$ cat config.mk
export PLATFORM = sky130hd
export DESIGN_NAME = keypad_card_lock_controller_top_flat
export DESIGN_NICKNAME = d
export VERILOG_FILES = /design/src/sv/kclc_pkg.sv /design/src/sv/kclc_stream_if.sv /design/src/sv/kclc_in_reg.sv /design/src/sv/kclc_ctrl.sv /design/src/sv/kclc_out_reg.sv /design/src/sv/keypad_card_lock_controller_top.sv /design/src/flat_wrapper.sv
export SDC_FILE = /design/constraint.sdc
export NUM_CORES = 1
export LEC_CHECK = 0
export ABC_AREA = 1
export ABC_CLOCK_PERIOD_IN_PS = 3000
export BUFFER_PORTS_ARGS = -buffer_cell sky130_fd_sc_hd__buf_2
export CORE_ASPECT_RATIO = 0.6
export CORE_MARGIN = 2
export CORE_UTILIZATION = 40
export CTS_BUF_LIST = sky130_fd_sc_hd__clkbuf_2
export DETAILED_ROUTE_END_ITERATION = 8
export GPL_ROUTABILITY_DRIVEN = 0
export PLACE_DENSITY = 0.6
export SLEW_MARGIN = 10
export SYNTH_ARGS = -nofsm -noshare
export SYNTH_HDL_FRONTEND = slang
export SYNTH_SLANG_ARGS = --single-unit
$ cat constraint.sdc
create_clock -name i_clk -period 3 [get_ports i_clk]
set_input_delay 0.45 -clock i_clk [delete_from_list [all_inputs] [get_ports i_clk]]
set_output_delay 0.45 -clock i_clk [all_outputs]
set_load 0.02 [all_outputs]
$ cat src/sv/kclc_pkg.sv
`timescale 1ns / 1ps

package kclc_pkg;

    // Keypad positions with a special meaning
    localparam logic [3:0] KEY_STAR = 4'd12;
    localparam logic [3:0] KEY_HASH = 4'd14;

    // Request types
    localparam logic [1:0] REQ_KEY      = 2'd0;
    localparam logic [1:0] REQ_CARD     = 2'd1;
    localparam logic [1:0] REQ_CARD_ERR = 2'd2;

    // Status codes
    localparam logic [3:0] ST_IGNORED   = 4'd0;
    localparam logic [3:0] ST_ADDED     = 4'd1;
    localparam logic [3:0] ST_CLEARED   = 4'd2;
    localparam logic [3:0] ST_CODE_OK   = 4'd3;
    localparam logic [3:0] ST_CODE_BAD  = 4'd4;
    localparam logic [3:0] ST_CARD_OK   = 4'd5;
    localparam logic [3:0] ST_CARD_BAD  = 4'd6;
    localparam logic [3:0] ST_CARD_ERR  = 4'd7;
    localparam logic [3:0] ST_CLOSED    = 4'd8;
    localparam logic [3:0] ST_CANCELLED = 4'd9;

    // Configuration register indexes
    localparam logic [1:0] CFG_CODE_KEYS    = 2'd0;
    localparam logic [1:0] CFG_CODE_LENGTH  = 2'd1;
    localparam logic [1:0] CFG_CARD_PATTERN = 2'd2;

    // Configuration reset values
    localparam logic [63:0] RST_CODE_KEYS    = 64'h4210;
    localparam logic [4:0]  RST_CODE_LENGTH  = 5'd4;
    localparam logic [23:0] RST_CARD_PATTERN = 24'h527569;

    // Controller modes
    typedef enum logic [2:0] {
        MODE_ENTRY = 3'b001,
        MODE_CARD  = 3'b010,
        MODE_OPEN  = 3'b100
    } t_mode;

    typedef struct packed {
        logic [1:0] req_type;
        logic [3:0] key_code;
        logic [7:0] card_byte;
        logic       card_last;
    } t_req;

    typedef struct packed {
        logic [3:0] status;
        logic       lock_open;
        logic [4:0] entered_count;
    } t_rsp;

    // Streaming 3-byte pattern search; progress p means the last p bytes
    // equal the first p pattern bytes. A return of 3 is a full hit.
    function automatic logic [1:0] next_progress(
        input logic [1:0]  p,
        input logic [7:0]  c,
        input logic [23:0] pat
    );
        logic [7:0] b0;
        logic [7:0] b1;
        logic [7:0] b2;
        logic [1:0] res;
        b0 = pat[23:16];
        b1 = pat[15:8];
        b2 = pat[7:0];
        res = 2'd0;
        case (p)
            2'd1: begin
                if (c == b1)      res = 2'd2;
                else if (c == b0) res = 2'd1;
            end
            2'd2: begin
                if (c == b2)                   res = 2'd3;
                else if (b1 == b0 && c == b1)  res = 2'd2;
                else if (c == b0)              res = 2'd1;
            end
            default: begin
                if (c == b0) res = 2'd1;
            end
        endcase
        return res;
    endfunction

endpackage

$ cat src/sv/kclc_stream_if.sv
`timescale 1ns / 1ps

// Valid/ready channel carrying one beat of type T
interface kclc_stream_if #(
    parameter type T = logic
);
    logic valid;
    logic ready;
    T     data;

    modport source (output valid, output data, input ready);
    modport sink   (input valid, input data, output ready);
endinterface

$ cat src/sv/kclc_in_reg.sv
`timescale 1ns / 1ps

// Input register: holds one request beat until the controller takes it
module kclc_in_reg (
    input  logic          i_clk,
    input  logic          i_rst_n,
    kclc_stream_if.sink   i_req,
    input  logic          i_take,
    output logic          o_valid,
    output kclc_pkg::t_req o_req
);
    logic           r_valid;
    kclc_pkg::t_req r_req;

    assign i_req.ready = !r_valid || i_take;
    assign o_valid     = r_valid;
    assign o_req       = r_req;

    // Valid flag
    always_ff @(posedge i_clk) begin
        if (!i_rst_n) begin
            r_valid <= 1'b0;
        end else if (i_req.ready) begin
            r_valid <= i_req.valid;
        end
    end

    // Payload
    always_ff @(posedge i_clk) begin
        if (i_req.valid && i_req.ready) begin
            r_req <= i_req.data;
        end
    end
endmodule

$ cat src/sv/kclc_ctrl.sv
`timescale 1ns / 1ps

// Lock controller state, config registers and per-beat update
module kclc_ctrl #(
    parameter int MAX_DIGITS = 16
) (
    input  logic           i_clk,
    input  logic           i_rst_n,
    input  logic           i_cfg_we,
    input  logic [1:0]     i_cfg_idx,
    input  logic [63:0]    i_cfg_data,
    input  logic           i_go,
    input  kclc_pkg::t_req i_req,
    output kclc_pkg::t_rsp o_rsp
);
    localparam int IDX_W = (MAX_DIGITS > 1) ? $clog2(MAX_DIGITS) : 1;

    // Config registers
    logic [63:0] r_code_keys;
    logic [4:0]  r_code_len;
    logic [23:0] r_pattern;

    // Controller state
    kclc_pkg::t_mode r_mode, n_mode;
    logic [4:0]      r_cnt, n_cnt;
    logic            r_ovf, n_ovf;
    logic [1:0]      r_prog, n_prog;
    logic            r_found, n_found;
    logic            r_open, n_open;
    logic [3:0]      r_buf [MAX_DIGITS];

    logic            buf_we;
    logic [3:0]      status;
    logic            do_key;
    logic            code_ok;
    logic            can_append;
    logic [1:0]      srch;
    logic            hit;
    logic [MAX_DIGITS-1:0] key_ok;

    // Per-position compare of the entry against the code
    always_comb begin
        for (int i = 0; i < MAX_DIGITS; i++) begin
            key_ok[i] = (5'(i) >= r_cnt) || (r_buf[i] == r_code_keys[4*i +: 4]);
        end
    end

    assign code_ok    = !r_ovf && (r_cnt == r_code_len) && (&key_ok);
    assign can_append = r_cnt < 5'(MAX_DIGITS);
    assign srch       = kclc_pkg::next_progress(r_prog, i_req.card_byte, r_pattern);
    assign hit        = (srch == 2'd3);

    // Next state and status
    always_comb begin
        n_mode  = r_mode;
        n_cnt   = r_cnt;
        n_ovf   = r_ovf;
        n_prog  = r_prog;
        n_found = r_found;
        n_open  = r_open;
        buf_we  = 1'b0;
        do_key  = 1'b0;
        status  = kclc_pkg::ST_IGNORED;

        case (r_mode)
            kclc_pkg::MODE_OPEN: begin
                if (i_req.req_type == kclc_pkg::REQ_KEY) begin
                    if (i_req.key_code == kclc_pkg::KEY_HASH) begin
                        n_open = 1'b0;
                        status = kclc_pkg::ST_CLOSED;
                    end else begin
                        status = kclc_pkg::ST_CANCELLED;
                    end
                    n_mode  = kclc_pkg::MODE_ENTRY;
                    n_cnt   = 5'd0;
                    n_ovf   = 1'b0;
                    n_prog  = 2'd0;
                    n_found = 1'b0;
                end
            end
            kclc_pkg::MODE_CARD: begin
                if (i_req.req_type == kclc_pkg::REQ_KEY) begin
                    do_key = 1'b1;
                end else if (i_req.req_type == kclc_pkg::REQ_CARD) begin
                    n_prog  = hit ? 2'd0 : srch;
                    n_found = r_found || hit;
                    if (i_req.card_last) begin
                        if (n_found) begin
                            n_mode  = kclc_pkg::MODE_OPEN;
                            n_open  = 1'b1;
                            n_prog  = 2'd0;
                            n_found = 1'b0;
                            status  = kclc_pkg::ST_CARD_OK;
                        end else begin
                            n_mode  = kclc_pkg::MODE_ENTRY;
                            n_cnt   = 5'd0;
                            n_ovf   = 1'b0;
                            n_prog  = 2'd0;
                            n_found = 1'b0;
                            status  = kclc_pkg::ST_CARD_BAD;
                        end
                    end
                end else if (i_req.req_type == kclc_pkg::REQ_CARD_ERR) begin
                    n_mode  = kclc_pkg::MODE_ENTRY;
                    n_cnt   = 5'd0;
                    n_ovf   = 1'b0;
                    n_prog  = 2'd0;
                    n_found = 1'b0;
                    status  = kclc_pkg::ST_CARD_ERR;
                end
            end
            default: begin
                n_mode = kclc_pkg::MODE_ENTRY;
                if (i_req.req_type == kclc_pkg::REQ_KEY) begin
                    do_key = 1'b1;
                end
            end
        endcase

        // Key handling, shared by entry and card wait
        if (do_key) begin
            if (i_req.key_code == kclc_pkg::KEY_STAR) begin
                n_cnt  = 5'd0;
                n_ovf  = 1'b0;
                status = kclc_pkg::ST_CLEARED;
            end else if (i_req.key_code == kclc_pkg::KEY_HASH) begin
                if (code_ok) begin
                    n_mode  = kclc_pkg::MODE_CARD;
                    n_prog  = 2'd0;
                    n_found = 1'b0;
                    status  = kclc_pkg::ST_CODE_OK;
                end else begin
                    n_mode  = kclc_pkg::MODE_ENTRY;
                    n_cnt   = 5'd0;
                    n_ovf   = 1'b0;
                    n_prog  = 2'd0;
                    n_found = 1'b0;
                    status  = kclc_pkg::ST_CODE_BAD;
                end
            end else begin
                if (can_append) begin
                    buf_we = 1'b1;
                    n_cnt  = r_cnt + 5'd1;
                end else begin
                    n_ovf = 1'b1;
                end
                status = kclc_pkg::ST_ADDED;
            end
        end
    end

    assign o_rsp.status        = status;
    assign o_rsp.lock_open     = n_open;
    assign o_rsp.entered_count = n_cnt;

    // Config writes
    always_ff @(posedge i_clk) begin
        if (!i_rst_n) begin
            r_code_keys <= kclc_pkg::RST_CODE_KEYS;
            r_code_len  <= kclc_pkg::RST_CODE_LENGTH;
            r_pattern   <= kclc_pkg::RST_CARD_PATTERN;
        end else if (i_cfg_we) begin
            case (i_cfg_idx)
                kclc_pkg::CFG_CODE_KEYS:    r_code_keys <= i_cfg_data;
                kclc_pkg::CFG_CODE_LENGTH:  r_code_len  <= i_cfg_data[4:0];
                kclc_pkg::CFG_CARD_PATTERN: r_pattern   <= i_cfg_data[23:0];
                default: ;
            endcase
        end
    end

    // Controller state
    always_ff @(posedge i_clk) begin
        if (!i_rst_n) begin
            r_mode  <= kclc_pkg::MODE_ENTRY;
            r_cnt   <= 5'd0;
            r_ovf   <= 1'b0;
            r_prog  <= 2'd0;
            r_found <= 1'b0;
            r_open  <= 1'b0;
        end else if (i_go) begin
            r_mode  <= n_mode;
            r_cnt   <= n_cnt;
            r_ovf   <= n_ovf;
            r_prog  <= n_prog;
            r_found <= n_found;
            r_open  <= n_open;
        end
    end

    // Entry buffer, no reset: only written slots are compared
    always_ff @(posedge i_clk) begin
        if (i_go && buf_we) begin
            r_buf[r_cnt[IDX_W-1:0]] <= i_req.key_code;
        end
    end
endmodule

$ cat src/sv/kclc_out_reg.sv
`timescale 1ns / 1ps

// Result register: holds one result beat until the sink takes it
module kclc_out_reg (
    input  logic           i_clk,
    input  logic           i_rst_n,
    input  logic           i_load,
    input  kclc_pkg::t_rsp i_rsp,
    output logic           o_can_load,
    kclc_stream_if.source  o_rsp
);
    logic           r_valid;
    kclc_pkg::t_rsp r_rsp;

    assign o_can_load  = !r_valid || o_rsp.ready;
    assign o_rsp.valid = r_valid;
    assign o_rsp.data  = r_rsp;

    // Valid flag
    always_ff @(posedge i_clk) begin
        if (!i_rst_n) begin
            r_valid <= 1'b0;
        end else if (o_can_load) begin
            r_valid <= i_load;
        end
    end

    // Payload
    always_ff @(posedge i_clk) begin
        if (i_load && o_can_load) begin
            r_rsp <= i_rsp;
        end
    end
endmodule

$ cat src/sv/keypad_card_lock_controller_top.sv
`timescale 1ns / 1ps
// A request beat passes through the input register, then one pass of compare/update logic
//   into the result register.
// Throughput: one beat per cycle; ready drops only when both registers are full and
//   the result sink stalls.
// Reset (synchronous, active low): entry mode, empty entry, lock closed, config at defaults.
module keypad_card_lock_controller_top #(
    parameter int MAX_DIGITS = 16
) (
    input  logic          i_clk,
    input  logic          i_rst_n,
    input  logic          i_cfg_we,
    input  logic [1:0]    i_cfg_idx,
    input  logic [63:0]   i_cfg_data,
    kclc_stream_if.sink   i_req,
    kclc_stream_if.source o_rsp
);
    logic           req_valid;
    kclc_pkg::t_req req;
    kclc_pkg::t_rsp rsp;
    logic           can_load;
    logic           go;

    // Advance the held request when the result register has room
    assign go = req_valid && can_load;

    kclc_in_reg u_in_reg (
        .i_clk   (i_clk),
        .i_rst_n (i_rst_n),
        .i_req   (i_req),
        .i_take  (can_load),
        .o_valid (req_valid),
        .o_req   (req)
    );

    kclc_ctrl #(
        .MAX_DIGITS (MAX_DIGITS)
    ) u_ctrl (
        .i_clk      (i_clk),
        .i_rst_n    (i_rst_n),
        .i_cfg_we   (i_cfg_we),
        .i_cfg_idx  (i_cfg_idx),
        .i_cfg_data (i_cfg_data),
        .i_go       (go),
        .i_req      (req),
        .o_rsp      (rsp)
    );

    kclc_out_reg u_out_reg (
        .i_clk      (i_clk),
        .i_rst_n    (i_rst_n),
        .i_load     (req_valid),
        .i_rsp      (rsp),
        .o_can_load (can_load),
        .o_rsp      (o_rsp)
    );
endmodule

$ cat src/flat_wrapper.sv
// flat-port wrapper written by rule: the top's interface ports become plain ports
module keypad_card_lock_controller_top_flat import kclc_pkg::*;
#(
    parameter int MAX_DIGITS = 16
)
  (i_clk, i_rst_n, i_cfg_we, i_cfg_idx, i_cfg_data, i_req_valid, i_req_data, i_req_ready, o_rsp_valid, o_rsp_data, o_rsp_ready);
  kclc_stream_if #(.T(t_req)) i_req_i ();
  kclc_stream_if #(.T(t_rsp)) o_rsp_i ();
  input  logic i_clk;
  input  logic i_rst_n;
  input  logic i_cfg_we;
  input  logic [1:0] i_cfg_idx;
  input  logic [63:0] i_cfg_data;
  input wire logic [$bits(i_req_i.valid)-1:0] i_req_valid;
  input wire logic [$bits(i_req_i.data)-1:0] i_req_data;
  output wire logic [$bits(i_req_i.ready)-1:0] i_req_ready;
  output wire logic [$bits(o_rsp_i.valid)-1:0] o_rsp_valid;
  output wire logic [$bits(o_rsp_i.data)-1:0] o_rsp_data;
  input wire logic [$bits(o_rsp_i.ready)-1:0] o_rsp_ready;
  assign i_req_i.valid = i_req_valid;
  assign i_req_i.data = i_req_data;
  assign i_req_ready = i_req_i.ready;
  assign o_rsp_valid = o_rsp_i.valid;
  assign o_rsp_data = o_rsp_i.data;
  assign o_rsp_i.ready = o_rsp_ready;
  keypad_card_lock_controller_top #(.MAX_DIGITS(MAX_DIGITS)) u_core (.i_clk(i_clk), .i_rst_n(i_rst_n), .i_cfg_we(i_cfg_we), .i_cfg_idx(i_cfg_idx), .i_cfg_data(i_cfg_data), .i_req(i_req_i), .o_rsp(o_rsp_i));
endmodule
# Word-level counts from Yosys, hierarchy flattened
# Memories as Yosys holds them, arrays and structs flattened.
# Index checks and enable logic that the tools add are counted.
# word_totals
output_inout_bits	12
input_bits	86
elab_cells	189
ramBits	64
mem_count	1
reg_bits	133
# op_classes
mux	86
magnitude_cmp	17
n_reduce_logical	34
n_addsub	1
eq_ne	32
# mem_list
memory	words	word_bits	read_ports	rd_clocked_by_memory_dff	wr	line	text
u_core.u_ctrl.r_buf	16	4	16	0	1	kclc_ctrl.sv:30	logic [3:0] r_buf [MAX_DIGITS];
# ops
operator	n
equality test 4 bit	16
2-to-1 mux 5 bit	11
greater-or-equal comparator 4 x 5 -> 1 bit (first input constant)	8
2-to-1 mux 3 bit	12
2-to-1 mux 1 bit	35
equality test 8 bit	4
2-to-1 mux 2 bit	14
2-to-1 mux 4 bit	6
greater-or-equal comparator 3 x 5 -> 1 bit (first input constant)	4
logical OR 1 bit	19
AND reduction 16 bit	1
greater-or-equal comparator 1 x 5 -> 1 bit (first input constant)	2
greater-or-equal comparator 2 x 5 -> 1 bit (first input constant)	2
case mux 5 bit (2 select lines)	1
equality test 2 bit (second input constant)	4
equality test 4 bit (second input constant)	2
case mux 2 bit (2 select lines)	2
case mux 4 bit (2 select lines)	1
equality test 2 x 1 -> 1 bit (second input constant)	3
logical AND 1 bit	6
case mux 1 bit (2 select lines)	3
case mux 3 bit (2 select lines)	1
AND reduction 2 bit	3
adder 5 x 1 -> 5 bit (second input constant)	1
other kinds (6)	9

# Longest topological paths before layout
# depth
ltp_word	16
depth_mapped	19
depth_no_buf	19

# Hierarchy
# Synthesis repeated with hierarchy kept, for this count alone.
# unflattened
hier_cells	1023
hier_area_um2	8807.2
# modules_own_cells
module	cells_each	instances	area_per_inst_um2
kclc_ctrl	982	1	7946.4
kclc_in_reg	22	1	501.7
kclc_out_reg	17	1	351.6
keypad_card_lock_controller_top	2	1	7.5

# Worst setup path after synthesis
# OpenSTA, ideal clock, no wires.
# synth_timing
path_kind	register -> register
start	reg u_core.u_in_reg.r_req (netlist bit u_core.u_in_reg.o_req[14])
end	mem u_core.u_ctrl.r_buf[15][0] (enable)
arrival_ps	1783
synth_period_minus_slack_ps	2144
path_stages_with_launch	10
path_slack_ps	856
setup_time_ps	361
path_buffers	0
cell_sequence	edfxtp_1 nor2_1 inv_2 nor2_2 clkinv_1 nor2_2 nand2_1 nor2_1 inv_1 nor3_1
# synth_between
elab_chain_cells	7
# synth_lines
element	line	text
start: declaration	kclc_in_reg.sv:13	kclc_pkg::t_req r_req;
start signal: assignment	kclc_in_reg.sv:31	r_req <= i_req.data;
zero test 2 bit	kclc_ctrl.sv:82, kclc_ctrl.sv:114	
2-to-1 mux 1 bit	kclc_ctrl.sv:82, kclc_ctrl.sv:114	
2-to-1 mux 1 bit	-	
2-to-1 mux 1 bit	kclc_ctrl.sv:121	if (do_key) begin
logical AND 1 bit	kclc_ctrl.sv:193	if (i_go && buf_we) begin
2-to-1 mux 1 bit	kclc_ctrl.sv:193	
2-to-1 mux 1 bit (not written as such)	kclc_ctrl.sv:194	r_buf[r_cnt[IDX_W-1:0]] <= i_req.key_code;
end: declaration	kclc_ctrl.sv:30	
# No other way between the ends.

# Final worst setup path
# layout_timing
start	reg u_core.u_in_reg.r_req (netlist bit u_core.u_in_reg.o_req[14])
end	mem u_core.u_ctrl.r_buf[13][0] (enable)
# The elaborated chain is that of the path after synthesis.

==> impl_metrics.py <==
metrics = {
    "floorplanning": {
        "ios": 98,
        "dieWidth_um": 196,
        "core_um2": 21900,
        "rows": 42,
        "design.die.area_um2": 23400,
        "start_util_pct": 40.4,
        "die_h_um": 119,
    },
    "timing": {
        "min_period_ns": 2.51,
        "finalHoldViolations": 0,
        "worstMarginPinSlew_ns": 0.939,
        "fin_skew_ns": 0.0550,
        "rsz0062_at_grt": "false",
        "slew_violations": 0,
        "period_share_pct": 83.7,
        "setup_viol": 0,
        "fin_ws_ns": 0.490,
        "tns_ns": 0,
        "max-slew-margin-rel_pct": 37.3,
        "holdWs_ns": 0.104,
        "fmax_mhz": 398,
    },
    "route": {
        "drc_errors": 0,
        "routed-via-count": 7165,
        "wirelength_um": 22100,
        "avgViaCountPerCell": 4.79,
        "first_iter_violations": 565,
        "ant_nets": 0,
        "first_pass_iters": 5,
        "wire_per_inst_um": 14.8,
    },
    "global_routing": {
        "grt_max_degree": 64,
        "grt_pass1_wl_um": 35800,
        "antenna_found_initial": 0,
        "met3_usage_pct": 4.13,
        "grt_use_met1_pct": 31.1,
        "grt_remaining_overflow": 0,
        "busiest_layer": "met1",
        "gr-usage-all-layers_pct": 19.8,
        "globalRouteMet2Util_pct": 27.5,
        "first_global_vias": 6872,
    },
    "final_layout": {
        "nNetsFinal": 1288,
        "drive_above_1_share_pct": 15.7,
        "antennaDiodeCount": 0,
        "fin_area_um2": 10700,
        "multi_input_area_um2": 3540,
        "synthToLayoutAreaGrowth_pct": 21.1,
        "final_cells": 1495,
        "fin_util_pct": 49.0,
        "seqCellArea_um2": 4830,
        "nFillCells": 2118,
    },
    "worst_setup_path": {
        "timing.rr.end": "u_core.u_ctrl.r_buf[13][0]",
        "reg2reg_slack_ns": 0.49,
        "worstPathMaxFanout": 5,
        "criticalPathCategory": "flip-flop to flip-flop",
        "cp-end-kind": "flip-flop",
        "worst_setup_path_start_kind": "flip-flop",
        "cp.required_ns": 3.50,
        "ff2ff_path_depth": 9,
        "worst_ep_arrival_time_ns": 3.01,
        "crit_path_frequent_cell": "nor2_1",
        "r2r-start": "u_core.u_in_reg.o_req[14]",
        "slowest_delay_ns": 0.46,
        "path_cells": "nor2_1 > inv_2 > nor2_2 > clkinv_1 > nor2_2 > nand2_1 > nor2_1 > nand2_1 > nor2_1",
        "worst_path_max_delay_cell": "edfxtp_1",
    },
    "yosys": {
        "yosys-top-cells-area": "edfxtp_1 (30%), dfxtp_1 (24%), nand2_1 (8.7%)",
        "ys_async_sr_fraction_pct": 0,
        "synth_seq_cells": 197,
        "synth_seq_area_share_pct": 54.6,
        "netlist_instances": 1019,
        "netlist-cell-type-count": 43,
        "synth_area_um2": 8860,
        "syn_nets": 1111,
        "synth_edf_count": 89,
        "dominantRegCellSynth": "dfxtp_1",
        "synth_top_area_cell": "edfxtp_1",
        "yosysWarnings": 0,
        "synth.avg_cell_area_um2": 8.70,
        "synth_top_area_share_pct": 30.2,
    },
    "power_and_ir_drop": {
        "max-vdd-ir-drop_uv": 273,
        "power_density_nw_per_um2": 458,
        "power_leakage_nw": 4.55,
        "p_total_mw": 4.91,
    },
    "run_status": {
        "outcome": "finished clean",
    },
    "clock_tree": {
        "clock-sinks": 197,
        "cts_buffer_depth": 2,
        "path_clk_slew_ns": 0.29,
        "cts_resized": 0,
        "clk_latency_ns": 0.81,
        "h-tree-depth": 4,
        "postCtsSetupBuffers": 0,
        "cts-root-buf": "clkbuf_2",
        "cts_tree": "yes",
        "cts_buffers": 17,
    },
    "placement": {
        "placedCellCount": 1379,
        "dp_hpwl_um": 15600,
        "pre_cts_slack_ns": 0.487,
        "placed_area_um2": 9650,
        "io_buffers": 97,
    },
    "min_path": {
        "whs_path_depth": 5,
        "min-delay-path-class": "primary input to flip-flop",
        "holdPathEnd": "u_core.u_ctrl.r_code_len[2]",
        "min_from": "i_cfg_idx[0]",
    },
    "job": {
        "maxCapViolations": 0,
    },
}
## worst max-delay path, delay by kind of cell, from the launching register on
kind / cells / cell delay, ns
and+or+nand+nor: 7 / 1.56
DFF: 1 / 0.46
buffers and inverters: 2 / 0.22
## cell usage in the layout (no fill, tap or decap), drive strengths merged, types with 8 or more instances in the layout
cell	Yosys	routed
buf	6	109
clkinv	5	10
xnor2	50	50
o21ai	90	90
nand4	8	8
a21oi	31	31
nand2	212	212
edfxtp	89	89
o211ai	11	11
clkbuf	29	17
inv	83	93
dlygate4sd3	0	84
nor2	208	208
nand3	36	36
xor2	25	25
dfxtp	108	108
## what timing repair did
item / in CTS / in global routing
endpoints found under the setup margin: 0 / 0
hold buffers: 84 / 0
endpoints found under the hold margin: 110 / 0
## logic make-up (layout without fill, tap and decap cells)
logic type / after synthesis / count (layout) / share of synthesized area [%]
compound gates: 140 / 140 / 8.54
xor+xnor: 75 / 75 / 7.41
fa+ha+maj: 6 / 6 / 0.847
buf+inv: 123 / 313 / 5.61
flops: 197 / 197 / 54.6
simple gates: 478 / 478 / 23.0
## sequential cells by signal, indices dropped and copies added, names as in the netlist
signal                        cells
u_core.u_out_reg.o_rsp.valid      1
u_core.u_in_reg.o_valid           1
u_core.u_out_reg.o_rsp.data      10
u_core.u_ctrl.r_buf              64
u_core.u_ctrl.r_cnt               5
u_core.u_ctrl.r_code_len          5
u_core.u_in_reg.o_req            15
u_core.u_ctrl.r_pattern          24
u_core.u_ctrl.r_prog              2
u_core.u_ctrl.r_open              1
u_core.u_ctrl.r_found             1
u_core.u_ctrl.r_mode              3
u_core.u_ctrl.r_code_keys        64
u_core.u_ctrl.r_ovf               1
## area by class of cell
type / count / area share, %
multi-input cells: 699 / 33.0
clock buffers: 17 / 0.793
flip-flops and latches: 197 / 45.1
well taps: 286 / 3.34
inverters: 88 / 3.11
clock inverters: 15 / 1.42
repair buffers: 193 / 13.3
## cells in the mapped netlist, types with 4 or more instances
master	number
a21oi_1	30
clkbuf_1	29
clkinv_1	4
dfxtp_1	108
edfxtp_1	89
ha_1	6
inv_1	68
inv_2	14
nand2_1	205
nand2_4	4
nand3_1	27
nand3_2	8
nand4_1	8
nor2_1	199
nor2_2	7
nor3_1	4
o211ai_1	11
o21ai_0	83
o21ai_1	7
xnor2_1	50
xor2_1	25
## power breakdown
group | switching, mW | internal [mW]
Sequential | 0.0857 | 2.91
Combinational | 0.331 | 0.271
Clock | 1.04 | 0.279
## per-layer routing
layer	vias up	part of all wire, %
met2	188	39
li1	3656	-
met4	0	0.89
met5	-	0
met3	16	5.4
met1	3305	54
## worst max path at each step
stage	cells past startpoint	endpoint	slack, ns	start
5_1_grt	9	u_core.u_ctrl.r_buf[13][0]	0.24	u_core.u_in_reg.o_req[14]
6_report	9	u_core.u_ctrl.r_buf[13][0]	0.49	u_core.u_in_reg.o_req[14]
3_3_place_gp	9	u_core.u_ctrl.r_buf[8][3]	0.52	u_core.u_in_reg.o_req[14]
3_5_place_dp	9	u_core.u_ctrl.r_buf[13][3]	0.49	u_core.u_in_reg.o_req[14]
2_1_floorplan	9	u_core.u_ctrl.r_buf[15][0]	0.86	u_core.u_in_reg.o_req[14]
4_1_cts	9	u_core.u_ctrl.r_buf[13][0]	0.48	u_core.u_in_reg.o_req[14]
Note: power is estimated with default switching activity, not from simulation.
